File: config.mk
export PLATFORM = sky130hd
export DESIGN_NAME = hsv_to_rgb_converter_flat
export DESIGN_NICKNAME = d
export VERILOG_FILES = /design/src/sv/hsv_pkg.sv /design/src/sv/hsv_if.sv /design/src/sv/hsv_to_rgb_converter.sv /design/src/sv/hsv_ctrl.sv /design/src/sv/hsv_sector.sv /design/src/sv/hsv_scale.sv /design/src/flat_wrapper.sv
export SDC_FILE = /design/constraint.sdc
export NUM_CORES = 2
export LEC_CHECK = 0
export ABC_AREA = 1
export BUFFER_PORTS_ARGS = -buffer_cell sky130_fd_sc_hd__buf_2
export CAP_MARGIN = 30
export CORE_MARGIN = 2
export CORE_UTILIZATION = 46
export DETAILED_ROUTE_END_ITERATION = 16
export GPL_TIMING_DRIVEN = 0
export RECOVER_POWER = 100
export SYNTH_ARGS = -nofsm -noshare
export SYNTH_HDL_FRONTEND = slang
export SYNTH_HIERARCHICAL = 1
export SYNTH_SLANG_ARGS = --single-unit
File: constraint.sdc
create_clock -name clock -period 8.25 [get_ports clock]
set_clock_uncertainty 0.1 [all_clocks]
set_input_delay 2.0625 -clock clock [delete_from_list [all_inputs] [get_ports clock]]
set_output_delay 2.0625 -clock clock [all_outputs]
set_load 0.01 [all_outputs]
File: src/sv/hsv_pkg.sv
// hsv_pkg: shared widths, constants, sector codes and pipeline control type
// for the hsv to rgb converter. No dependencies.

package hsv_pkg;

   // field widths
   localparam int HUE_W  = 16;
   localparam int SAT_W  = 9;
   localparam int VAL_W  = 9;
   localparam int CHAN_W = 8;

   // default number of hue fraction bits
   localparam int HUE_FRAC_BITS_DEF = 6;

   // degrees in one sector, and 1.0 in Q1.8
   localparam int SECTOR_DEG = 60;
   localparam int ONE_Q8     = 256;

   // largest saturation that still counts as grey
   localparam logic [SAT_W-1:0] GREY_SAT_MAX = 9'd2;

   // full-scale channel
   localparam logic [CHAN_W-1:0] CHAN_MAX = 8'hFF;

   // pipeline stages
   localparam int NUM_STAGES = 8;
   localparam int STG_DIV = 0;  // hue times reciprocal of the sector span
   localparam int STG_REM = 1;  // sector remainder and quotient fix-up
   localparam int STG_WGT = 2;  // sector code and p/q/t weights
   localparam int STG_MUL = 3;  // brightness times weight
   localparam int STG_SCL = 4;  // times 255, drop 16 fraction bits
   localparam int STG_EST = 5;  // quotient estimate by the span
   localparam int STG_FIX = 6;  // quotient fix-up and clamp
   localparam int STG_OUT = 7;  // channel arrangement, output register

   // hue sector codes
   typedef enum logic [2:0] {
      SEC_RED     = 3'd0,
      SEC_YELLOW  = 3'd1,
      SEC_GREEN   = 3'd2,
      SEC_CYAN    = 3'd3,
      SEC_BLUE    = 3'd4,
      SEC_MAGENTA = 3'd5
   } hsv_sector_type;

   // per-stage load enables and valid flags
   typedef struct packed {
      logic [NUM_STAGES-1:0] load;
      logic [NUM_STAGES-1:0] valid;
   } hsv_stage_ctrl_type;

endpackage

File: src/sv/hsv_if.sv
// hsv_if: request and response channel interfaces with valid/ready handshake.
// Depends on hsv_pkg for field widths.

interface hsv_req_if import hsv_pkg::*; ();
   logic             valid;
   logic             ready;
   logic [HUE_W-1:0] hue;
   logic [SAT_W-1:0] saturation;
   logic [VAL_W-1:0] brightness;

   modport source (output valid, output hue, output saturation, output brightness,
                   input ready);
   modport sink (input valid, input hue, input saturation, input brightness,
                 output ready);
endinterface

interface hsv_rsp_if import hsv_pkg::*; ();
   logic              valid;
   logic              ready;
   logic [CHAN_W-1:0] red;
   logic [CHAN_W-1:0] green;
   logic [CHAN_W-1:0] blue;

   modport source (output valid, output red, output green, output blue, input ready);
   modport sink (input valid, input red, input green, input blue, output ready);
endinterface

File: src/sv/hsv_to_rgb_converter.sv
// hsv_to_rgb_converter: top level of the hsv to rgb color converter.
// Depends on hsv_pkg, hsv_if, hsv_ctrl, hsv_sector and hsv_scale.
//
// Converts one color a clock unless the output stalls: hue in degrees with
// HUE_FRAC_BITS fraction bits, saturation and brightness in Q1.8, into
// 8-bit red, green and blue. The datapath is an eight-stage pipeline, and a
// new request can be accepted every cycle while the output is not stalled.
// Both divisions by the sixty-degree span (hue into sector, and the q/t
// channel scaling) are a reciprocal multiply followed by a one-step
// fix-up, each over two stages. Each stage holds while the one after it is
// full and stalled, so empty stages still fill while a response waits.

module hsv_to_rgb_converter import hsv_pkg::*; #(
   parameter int HUE_FRAC_BITS = HUE_FRAC_BITS_DEF
) (
   input logic        clock,
   input logic        reset,
   hsv_req_if.sink    req_bus,
   hsv_rsp_if.source  rsp_bus
);

   localparam int SPAN = SECTOR_DEG << HUE_FRAC_BITS;
   localparam int FULL = ONE_Q8 * SPAN;
   localparam int A_W  = $clog2(FULL + 1);
   localparam int NP_W = VAL_W + SAT_W - 1;
   localparam int MP_W = NP_W + 8;

   hsv_stage_ctrl_type stage_ctrl;

   // pipeline control
   hsv_ctrl u_ctrl (
      .clock     (clock),
      .reset     (reset),
      .in_valid  (req_bus.valid),
      .out_ready (rsp_bus.ready),
      .in_ready  (req_bus.ready),
      .ctrl      (stage_ctrl)
   );

   // stages 1 to 3: sector and weights
   hsv_sector_type    sec3;
   logic              grey3;
   logic [VAL_W-1:0]  val3;
   logic [SAT_W-1:0]  pw3;
   logic [A_W-1:0]    qw3, tw3;

   hsv_sector #(.HUE_FRAC_BITS(HUE_FRAC_BITS)) u_sector (
      .clock          (clock),
      .ctrl           (stage_ctrl),
      .hue            (req_bus.hue),
      .saturation     (req_bus.saturation),
      .brightness     (req_bus.brightness),
      .sector         (sec3),
      .grey           (grey3),
      .brightness_out (val3),
      .p_weight       (pw3),
      .q_weight       (qw3),
      .t_weight       (tw3)
   );

   // stages 4 to 7: q and t channels
   logic [CHAN_W-1:0] cq7, ct7;

   hsv_scale #(.HUE_FRAC_BITS(HUE_FRAC_BITS)) u_scale_q (
      .clock      (clock),
      .ctrl       (stage_ctrl),
      .brightness (val3),
      .weight     (qw3),
      .chan       (cq7)
   );

   hsv_scale #(.HUE_FRAC_BITS(HUE_FRAC_BITS)) u_scale_t (
      .clock      (clock),
      .ctrl       (stage_ctrl),
      .brightness (val3),
      .weight     (tw3),
      .chan       (ct7)
   );

   // stage 4: v channel and brightness times p weight
   logic [16:0]       mv4;
   logic [CHAN_W-1:0] cv4_in, cv4_ff;
   logic [NP_W-1:0]   np4_in, np4_ff;
   hsv_sector_type    sec4_ff;
   logic              grey4_ff;

   always_comb begin
      mv4    = (17'(val3) << 8) - 17'(val3);
      cv4_in = mv4[16] ? CHAN_MAX : mv4[15:8];
      np4_in = NP_W'(val3) * NP_W'(pw3);
   end

   always_ff @(posedge clock) begin
      if (stage_ctrl.load[STG_MUL]) begin
         cv4_ff   <= cv4_in;
         np4_ff   <= np4_in;
         sec4_ff  <= sec3;
         grey4_ff <= grey3;
      end
   end

   // stage 5: p channel, times 255 and drop 16 fraction bits
   logic [MP_W-1:0]   mp5;
   logic [CHAN_W-1:0] cp5_in, cp5_ff, cv5_ff;
   hsv_sector_type    sec5_ff;
   logic              grey5_ff;

   always_comb begin
      mp5    = (MP_W'(np4_ff) << 8) - MP_W'(np4_ff);
      cp5_in = mp5[MP_W-1] ? CHAN_MAX : mp5[MP_W-2:16];
   end

   always_ff @(posedge clock) begin
      if (stage_ctrl.load[STG_SCL]) begin
         cp5_ff   <= cp5_in;
         cv5_ff   <= cv4_ff;
         sec5_ff  <= sec4_ff;
         grey5_ff <= grey4_ff;
      end
   end

   // stages 6 and 7: keep v, p and sector aligned with q and t
   logic [CHAN_W-1:0] cp6_ff, cv6_ff, cp7_ff, cv7_ff;
   hsv_sector_type    sec6_ff, sec7_ff;
   logic              grey6_ff, grey7_ff;

   always_ff @(posedge clock) begin
      if (stage_ctrl.load[STG_EST]) begin
         cp6_ff   <= cp5_ff;
         cv6_ff   <= cv5_ff;
         sec6_ff  <= sec5_ff;
         grey6_ff <= grey5_ff;
      end
      if (stage_ctrl.load[STG_FIX]) begin
         cp7_ff   <= cp6_ff;
         cv7_ff   <= cv6_ff;
         sec7_ff  <= sec6_ff;
         grey7_ff <= grey6_ff;
      end
   end

   // stage 8: arrange channels by sector, grey overrides
   logic [CHAN_W-1:0] red_in, green_in, blue_in;
   logic [CHAN_W-1:0] red_ff, green_ff, blue_ff;

   always_comb begin
      case (sec7_ff)
         SEC_RED: begin
            red_in = cv7_ff; green_in = ct7;    blue_in = cp7_ff;
         end
         SEC_YELLOW: begin
            red_in = cq7;    green_in = cv7_ff; blue_in = cp7_ff;
         end
         SEC_GREEN: begin
            red_in = cp7_ff; green_in = cv7_ff; blue_in = ct7;
         end
         SEC_CYAN: begin
            red_in = cp7_ff; green_in = cq7;    blue_in = cv7_ff;
         end
         SEC_BLUE: begin
            red_in = ct7;    green_in = cp7_ff; blue_in = cv7_ff;
         end
         default: begin
            red_in = cv7_ff; green_in = cp7_ff; blue_in = cq7;
         end
      endcase
      if (grey7_ff) begin
         red_in   = cv7_ff;
         green_in = cv7_ff;
         blue_in  = cv7_ff;
      end
   end

   always_ff @(posedge clock) begin
      if (stage_ctrl.load[STG_OUT]) begin
         red_ff   <= red_in;
         green_ff <= green_in;
         blue_ff  <= blue_in;
      end
   end

   assign rsp_bus.valid = stage_ctrl.valid[STG_OUT];
   assign rsp_bus.red   = red_ff;
   assign rsp_bus.green = green_ff;
   assign rsp_bus.blue  = blue_ff;

endmodule

File: src/sv/hsv_ctrl.sv
// hsv_ctrl: valid bits of the pipeline and per-stage load enables; a stage
// loads when it is empty or the stage after it moves. Depends on hsv_pkg.

module hsv_ctrl import hsv_pkg::*; (
   input  logic               clock,
   input  logic               reset,
   input  logic               in_valid,
   input  logic               out_ready,
   output logic               in_ready,
   output hsv_stage_ctrl_type ctrl
);

   logic [NUM_STAGES-1:0] valid_ff;
   logic [NUM_STAGES-1:0] valid_in;
   logic [NUM_STAGES-1:0] load;

   // load enables ripple back from the output
   always_comb begin
      load[NUM_STAGES-1] = !valid_ff[NUM_STAGES-1] || out_ready;
      for (int k = NUM_STAGES - 2; k >= 0; k--) begin
         load[k] = !valid_ff[k] || load[k+1];
      end
   end

   // next valid flags
   always_comb begin
      valid_in[0] = load[0] ? in_valid : valid_ff[0];
      for (int k = 1; k < NUM_STAGES; k++) begin
         valid_in[k] = load[k] ? valid_ff[k-1] : valid_ff[k];
      end
   end

   always_ff @(posedge clock) begin
      if (reset) begin
         valid_ff <= '0;
      end else begin
         valid_ff <= valid_in;
      end
   end

   assign in_ready   = load[0];
   assign ctrl.load  = load;
   assign ctrl.valid = valid_ff;

endmodule

File: src/sv/hsv_sector.sv
// hsv_sector: first three stages; splits hue into sector and remainder by a
// reciprocal multiply with one fix-up, then forms the p, q and t weights.
// Depends on hsv_pkg.

module hsv_sector import hsv_pkg::*; #(
   parameter int HUE_FRAC_BITS = HUE_FRAC_BITS_DEF,
   localparam int SPAN   = SECTOR_DEG << HUE_FRAC_BITS,
   localparam int SPAN_W = $clog2(SPAN + 1),
   localparam int FULL   = ONE_Q8 * SPAN,
   localparam int A_W    = $clog2(FULL + 1)
) (
   input  logic               clock,
   input  hsv_stage_ctrl_type ctrl,
   input  logic [HUE_W-1:0]   hue,
   input  logic [SAT_W-1:0]   saturation,
   input  logic [VAL_W-1:0]   brightness,
   output hsv_sector_type     sector,
   output logic               grey,
   output logic [VAL_W-1:0]   brightness_out,
   output logic [SAT_W-1:0]   p_weight,
   output logic [A_W-1:0]     q_weight,
   output logic [A_W-1:0]     t_weight
);

   localparam int RECIP_H = (1 << HUE_W) / SPAN;
   localparam int QH_W    = $clog2(RECIP_H + 2);
   localparam int PH_W    = HUE_W + QH_W;
   localparam int SR_W    = SAT_W + SPAN_W;

   // stage 1: quotient estimate
   logic [PH_W-1:0]  quo_prod;
   logic [QH_W-1:0]  quo1_in, quo1_ff;
   logic [HUE_W-1:0] hue1_ff;
   logic [SAT_W-1:0] sat1_ff;
   logic [VAL_W-1:0] val1_ff;

   always_comb begin
      quo_prod = PH_W'(hue) * PH_W'(RECIP_H);
      quo1_in  = quo_prod[PH_W-1:HUE_W];
   end

   always_ff @(posedge clock) begin
      if (ctrl.load[STG_DIV]) begin
         quo1_ff <= quo1_in;
         hue1_ff <= hue;
         sat1_ff <= saturation;
         val1_ff <= brightness;
      end
   end

   // stage 2: remainder, estimate may be one short
   logic [HUE_W-1:0]  base2;
   logic [HUE_W-1:0]  rem_raw;
   logic              rem_fix;
   logic [SPAN_W-1:0] rem2_in, rem2_ff;
   logic [QH_W-1:0]   quo2_in, quo2_ff;
   logic [SAT_W-1:0]  sat2_ff;
   logic [VAL_W-1:0]  val2_ff;

   always_comb begin
      base2   = HUE_W'(PH_W'(quo1_ff) * PH_W'(SPAN));
      rem_raw = hue1_ff - base2;
      rem_fix = rem_raw >= HUE_W'(SPAN);
      rem2_in = rem_fix ? SPAN_W'(rem_raw - HUE_W'(SPAN)) : SPAN_W'(rem_raw);
      quo2_in = quo1_ff + QH_W'(rem_fix);
   end

   always_ff @(posedge clock) begin
      if (ctrl.load[STG_REM]) begin
         rem2_ff <= rem2_in;
         quo2_ff <= quo2_in;
         sat2_ff <= sat1_ff;
         val2_ff <= val1_ff;
      end
   end

   // stage 3: sector code, wrap once, clamp to the last sector
   logic [31:0]       quo_ext;
   hsv_sector_type    sec3_in, sec3_ff;
   logic [SPAN_W-1:0] comp;
   logic [SR_W-1:0]   sr_q, sr_t;
   logic [A_W-1:0]    aq3_in, aq3_ff, at3_in, at3_ff;
   logic [SAT_W-1:0]  pw3_in, pw3_ff;
   logic              grey3_in, grey3_ff;
   logic [VAL_W-1:0]  val3_ff;

   always_comb begin
      quo_ext = 32'(quo2_ff);
      if (quo_ext < 32'd6) begin
         sec3_in = hsv_sector_type'(3'(quo_ext));
      end else if (quo_ext < 32'd12) begin
         sec3_in = hsv_sector_type'(3'(quo_ext - 32'd6));
      end else begin
         sec3_in = SEC_MAGENTA;
      end
   end

   // weights: full - s*f and full - s*(1-f), zero when not positive
   always_comb begin
      comp     = SPAN_W'(SPAN) - rem2_ff;
      sr_q     = SR_W'(sat2_ff) * SR_W'(rem2_ff);
      sr_t     = SR_W'(sat2_ff) * SR_W'(comp);
      aq3_in   = (sr_q < SR_W'(FULL)) ? A_W'(SR_W'(FULL) - sr_q) : '0;
      at3_in   = (sr_t < SR_W'(FULL)) ? A_W'(SR_W'(FULL) - sr_t) : '0;
      pw3_in   = (sat2_ff < SAT_W'(ONE_Q8)) ? SAT_W'(ONE_Q8) - sat2_ff : '0;
      grey3_in = sat2_ff <= GREY_SAT_MAX;
   end

   always_ff @(posedge clock) begin
      if (ctrl.load[STG_WGT]) begin
         sec3_ff  <= sec3_in;
         aq3_ff   <= aq3_in;
         at3_ff   <= at3_in;
         pw3_ff   <= pw3_in;
         grey3_ff <= grey3_in;
         val3_ff  <= val2_ff;
      end
   end

   assign sector         = sec3_ff;
   assign grey           = grey3_ff;
   assign brightness_out = val3_ff;
   assign p_weight       = pw3_ff;
   assign q_weight       = aq3_ff;
   assign t_weight       = at3_ff;

endmodule

File: src/sv/hsv_scale.sv
// hsv_scale: stages four to seven for one hue-dependent channel; computes
// floor(v * w * 255 / (65536 * span)) clamped to 255. Depends on hsv_pkg.

module hsv_scale import hsv_pkg::*; #(
   parameter int HUE_FRAC_BITS = HUE_FRAC_BITS_DEF,
   localparam int SPAN = SECTOR_DEG << HUE_FRAC_BITS,
   localparam int FULL = ONE_Q8 * SPAN,
   localparam int A_W  = $clog2(FULL + 1)
) (
   input  logic               clock,
   input  hsv_stage_ctrl_type ctrl,
   input  logic [VAL_W-1:0]   brightness,
   input  logic [A_W-1:0]     weight,
   output logic [CHAN_W-1:0]  chan
);

   localparam int N_W     = VAL_W + A_W;
   localparam int M_W     = N_W + 8;
   localparam int Y_W     = M_W - 16;
   localparam int RECIP_Y = (1 << A_W) / SPAN;
   localparam int RY_W    = $clog2(RECIP_Y + 1);
   localparam int E_W     = A_W + RY_W;

   // stage 4: brightness times weight
   logic [N_W-1:0] prod4_in, prod4_ff;

   assign prod4_in = N_W'(brightness) * N_W'(weight);

   always_ff @(posedge clock) begin
      if (ctrl.load[STG_MUL]) begin
         prod4_ff <= prod4_in;
      end
   end

   // stage 5: times 255 as shift and subtract, drop 16 fraction bits
   logic [M_W-1:0] m5;
   logic [Y_W-1:0] y5;
   logic [A_W-1:0] y5_in, y5_ff;
   logic           sat5_in, sat5_ff;

   always_comb begin
      m5      = (M_W'(prod4_ff) << 8) - M_W'(prod4_ff);
      y5      = m5[M_W-1:16];
      sat5_in = y5 >= Y_W'(FULL);
      y5_in   = A_W'(y5);
   end

   always_ff @(posedge clock) begin
      if (ctrl.load[STG_SCL]) begin
         y5_ff   <= y5_in;
         sat5_ff <= sat5_in;
      end
   end

   // stage 6: quotient estimate by reciprocal of the span
   logic [E_W-1:0]    est_prod;
   logic [CHAN_W-1:0] est6_in, est6_ff;
   logic [A_W-1:0]    y6_ff;
   logic              sat6_ff;

   always_comb begin
      est_prod = E_W'(y5_ff) * E_W'(RECIP_Y);
      est6_in  = est_prod[A_W +: CHAN_W];
   end

   always_ff @(posedge clock) begin
      if (ctrl.load[STG_EST]) begin
         est6_ff <= est6_in;
         y6_ff   <= y5_ff;
         sat6_ff <= sat5_ff;
      end
   end

   // stage 7: estimate may be one short, then clamp
   logic [A_W-1:0]    back7;
   logic [A_W-1:0]    rem7;
   logic              fix7;
   logic [CHAN_W-1:0] chan7_in, chan7_ff;

   always_comb begin
      back7    = A_W'(A_W'(est6_ff) * A_W'(SPAN));
      rem7     = y6_ff - back7;
      fix7     = rem7 >= A_W'(SPAN);
      chan7_in = sat6_ff ? CHAN_MAX : est6_ff + CHAN_W'(fix7);
   end

   always_ff @(posedge clock) begin
      if (ctrl.load[STG_FIX]) begin
         chan7_ff <= chan7_in;
      end
   end

   assign chan = chan7_ff;

endmodule

File: src/flat_wrapper.sv
// flat-port wrapper written by rule: the top's interface ports become plain ports
module hsv_to_rgb_converter_flat import hsv_pkg::*;
#(
   parameter int HUE_FRAC_BITS = HUE_FRAC_BITS_DEF
)
  (clock, reset, req_bus_valid, req_bus_hue, req_bus_saturation, req_bus_brightness, req_bus_ready, rsp_bus_valid, rsp_bus_red, rsp_bus_green, rsp_bus_blue, rsp_bus_ready);
  hsv_req_if req_bus_i ();
  hsv_rsp_if rsp_bus_i ();
  input logic clock;
  input logic reset;
  input wire logic [$bits(req_bus_i.valid)-1:0] req_bus_valid;
  input wire logic [$bits(req_bus_i.hue)-1:0] req_bus_hue;
  input wire logic [$bits(req_bus_i.saturation)-1:0] req_bus_saturation;
  input wire logic [$bits(req_bus_i.brightness)-1:0] req_bus_brightness;
  output wire logic [$bits(req_bus_i.ready)-1:0] req_bus_ready;
  output wire logic [$bits(rsp_bus_i.valid)-1:0] rsp_bus_valid;
  output wire logic [$bits(rsp_bus_i.red)-1:0] rsp_bus_red;
  output wire logic [$bits(rsp_bus_i.green)-1:0] rsp_bus_green;
  output wire logic [$bits(rsp_bus_i.blue)-1:0] rsp_bus_blue;
  input wire logic [$bits(rsp_bus_i.ready)-1:0] rsp_bus_ready;
  assign req_bus_i.valid = req_bus_valid;
  assign req_bus_i.hue = req_bus_hue;
  assign req_bus_i.saturation = req_bus_saturation;
  assign req_bus_i.brightness = req_bus_brightness;
  assign req_bus_ready = req_bus_i.ready;
  assign rsp_bus_valid = rsp_bus_i.valid;
  assign rsp_bus_red = rsp_bus_i.red;
  assign rsp_bus_green = rsp_bus_i.green;
  assign rsp_bus_blue = rsp_bus_i.blue;
  assign rsp_bus_i.ready = rsp_bus_ready;
  hsv_to_rgb_converter #(.HUE_FRAC_BITS(HUE_FRAC_BITS)) u_core (.clock(clock), .reset(reset), .req_bus(req_bus_i), .rsp_bus(rsp_bus_i));
endmodule
==> summary.md <==
| Metric | Value |
|---|---|
| # resized after CTS | 0 |
| Row count | 119 |
| Worst setup path endpoint | req_bus_ready |
| CTS Buffer Depth | 3 |
| #FFs+latches synth | 415 |
| Slew Limit Fails | roughly 220 |
| Main synth FF type | edfxtp_1 |
| Remaining antenna violation count | 0 |
| CTS Root Cell | clkbuf_16 |
| Port-buffer cells | just over 60 |
| Peak Freq | 140 MHz |
| Seq/Total Area, Yosys | 0.252 |
| Wirelength per Cell | 15.1 µm |
| Pre-CTS setup slack | 1.54 ns |
| Violations in the final reports | max-capacitance violations, max-slew violations |
| Share of flip-flops with an asynchronous set or reset | 0 |
| Synthesized instance count | 5991 |
| Core ar. | 0.106 mm² |
| RSZ-0062 raised after global routing | false |
| I/O pin total | 64 |
| Top area cells in the synthesized netlist | edfxtp_1, fa_1, ha_1 |
| DRC violation total after the first TritonRoute iteration | 1964 |
| Total gr overflow | 0 |
| Post-Syn Area | around 0.05 mm² |
| Final Hold Fails | 0 |
| R2R Path Start | u_core/u_sector/rem2_ff[1] |
| Reg clk slew, reported paths | 0.06 ns |
| Cts bufs inserted | 48 |
| Worst reg2reg setup slack | 1.18 ns |
| Fillers | 10297 |
| WS Path Type | in -> out |
| Vias/cell | 4.97 |
| RR Endpoint | u_core/u_sector/t_weight[13] |
| Area leader, netlist | edfxtp_1 |
| Register area | 0.0124 mm² |
| Post-CTS Setup Inserts | 0 |
| WL final | between 100 and 150 mm |
| EDFF count, synth | 407 |
| Worst-path fanout max | 45 |
| Fin nets | 7162 |
| Drt pass-1 iters | 6 |
| Final Setup Violations | 0 |
| Multi-input logic area | 0.0307 mm² |
| Max Cap Violations | 5 |
| Status | finished with violations |
| Pin count of the biggest net entering global routing | 64 |
| Critical path startpoint | rsp_bus_ready |
| Tcrit/Tclk final | 0.866 |
| Hold Crit Depth | 0 |
| Util after Layout | 0.498 |
| Detailed Place HPWL | 94.7 mm |
| Yosys top cell area share | 0.249 |
| CTS tree | done |
| Vias in the first global route | 37552 |
| Critical path startpoint category | input pin |
| Worst setup margin | 1.10 ns |
| Antenna fix cells | 0 |
| Crit path DAT | 4.99 ns |
| Hold Buf Count CTS | 0 |
| Initial core utilization | 0.465 |
| Syn nets | 7043 |
| DRC Markers | 0 |
| Setup total negative slack | 0 ns |
| Fin crit period | between 7 and 8 ns |
| Sink Count | 415 |
| Syn Area/Cell | 8.19 µm² |
| RePlAce Congestion | ~0.90 |
| DIE AREA | about 0.11 mm² |
| CP endpoint kind | primary output |
| Via count | ~37000 |
| First-pass GRT wire length | 188 mm |
| Unique cell type count in the Yosys netlist | 67 |
| Share of layout cells above drive strength 1 | 0.0355 |
| P&R area growth vs syn | 7.04% |
| CP required | 6.09 ns |
| R2R cell count | 33 |
| Hold/Removal Path Class | reg -> reg |
| H-tree Lvls | 2 |
| Die Y | 331 µm |
| Slew @ Worst Pin | 2.74 ns |
| Die span in x | 331 µm |
| Synth warn | 6 |
| Initial antenna violation count | 2 |
| Rel. slew slack | -0.834 |
| All-layer global routing usage | 0.213 |
| Clk Latency, worst-skew pair | approximately 0.62 ns |
==> cells by family after synthesis <==
family | share of synthesized area
XOR/XNOR | 0.0317
AND/OR/NAND/NOR | 0.201
adder cells (fa/ha/maj) | 0.335
AO/OA/AOI/OAI | 0.0620
flip-flops | 0.252
buffers and inverters | 0.118
==> synth_stat cells (all sizes together), types with 68 or more instances <==
master     n
nand2   1527
inv     1388
ha       511
fa       503
nor2     408
edfxtp   407
a21oi    264
nand3    233
o21ai    141
clkbuf   110
xor2     106
nor3      68
==> layout by cell type (no fill, tap or decap), types with 24 or more instances in the layout <==
| cell | instances |
|---|---|
| a21oi_1 | 251 |
| buf_2 | 24 |
| clkbuf_1 | 171 |
| clkbuf_16 | 49 |
| edfxtp_1 | 407 |
| fa_1 | 503 |
| ha_1 | 511 |
| inv_1 | 1376 |
| nand2_1 | 1501 |
| nand3_1 | 226 |
| nand4_1 | 52 |
| nor2_1 | 369 |
| nor2_2 | 31 |
| nor3_1 | 63 |
| o21ai_0 | 134 |
| o21bai_1 | 36 |
| xnor2_1 | 66 |
| xor2_1 | 103 |
==> through the flow <==
stage                     instance area, µm²  hold WS, ns  std cells
after floorplan                        49100        0.300       5991
after global placement                 51100        0.300       7444
after detailed placement               51300        0.305       7451
after CTS                              52900        0.314       7537
after global routing                   52500        0.321       7537
final                                  52500        0.310       7537
==> routing by layer <==
metal  share of wire  GRT usage  vias to the layer above
met4           0.028     0.0633                        2
met3           0.039     0.0214                      169
li1                -          -                    18784
met5        0.000097          0                        -
met1            0.44      0.276                    17802
met2            0.49      0.377                      702
==> registers in the layout (all words and copies together) (netlist names), 9 cells and up <==
| signal | cells |
|---|---|
| u_core/u_sector/sat1_ff | 9 |
| u_core/u_sector/val2_ff | 9 |
| u_core/u_scale_t/y6_ff | 12 |
| u_core/np4_ff | 17 |
| u_core/u_scale_q/prod4_ff | 29 |
| u_core/u_sector/sat2_ff | 9 |
| u_core/u_sector/p_weight | 9 |
| u_core/u_scale_q/y5_ff | 20 |
| u_core/u_sector/hue1_ff | 16 |
| u_core/u_scale_q/y6_ff | 12 |
| u_core/u_scale_t/prod4_ff | 29 |
| u_core/u_scale_t/y5_ff | 20 |
| u_core/u_sector/brightness_out | 9 |
| u_core/u_sector/val1_ff | 9 |
| u_core/u_sector/q_weight | 20 |
| u_core/u_sector/t_weight | 20 |
| u_core/u_sector/rem2_ff | 12 |
==> worst min path at each step <==
stage                                          end                startpoint
after floorplan                   u_core/cp6_ff[0]          u_core/cp5_ff[0]
after global placement           u_core/sec5_ff[1]         u_core/sec4_ff[1]
after detailed placement          u_core/cp7_ff[1]          u_core/cp6_ff[1]
after CTS                 u_core/u_scale_q/sat6_ff  u_core/u_scale_q/sat5_ff
after global routing      u_core/u_scale_q/sat6_ff  u_core/u_scale_q/sat5_ff
final                     u_core/u_scale_q/sat6_ff  u_core/u_scale_q/sat5_ff
==> final cells by class <==
type	instances	share of cell area
plain buffers	136	0.0103
clock buffers	54	0.0237
clock inverters	32	0.00721
inverters	1394	0.0997
multi-input cells	4046	0.585
flip-flops and latches	415	0.236
well taps	1391	0.0331
repair buffers	69	0.00579
==> critical path, cell delays in order <==
cell      delay [ns]
clkbuf_1        0.12
inv_1           0.11
nand4_1         0.91
buf_16          0.56
nor3_1          0.51
nand4_1         0.45
clkbuf_1        0.24
Power is not shown: default switching activity piles up to over one toggle a cycle in this logic, so the estimate is an artifact.
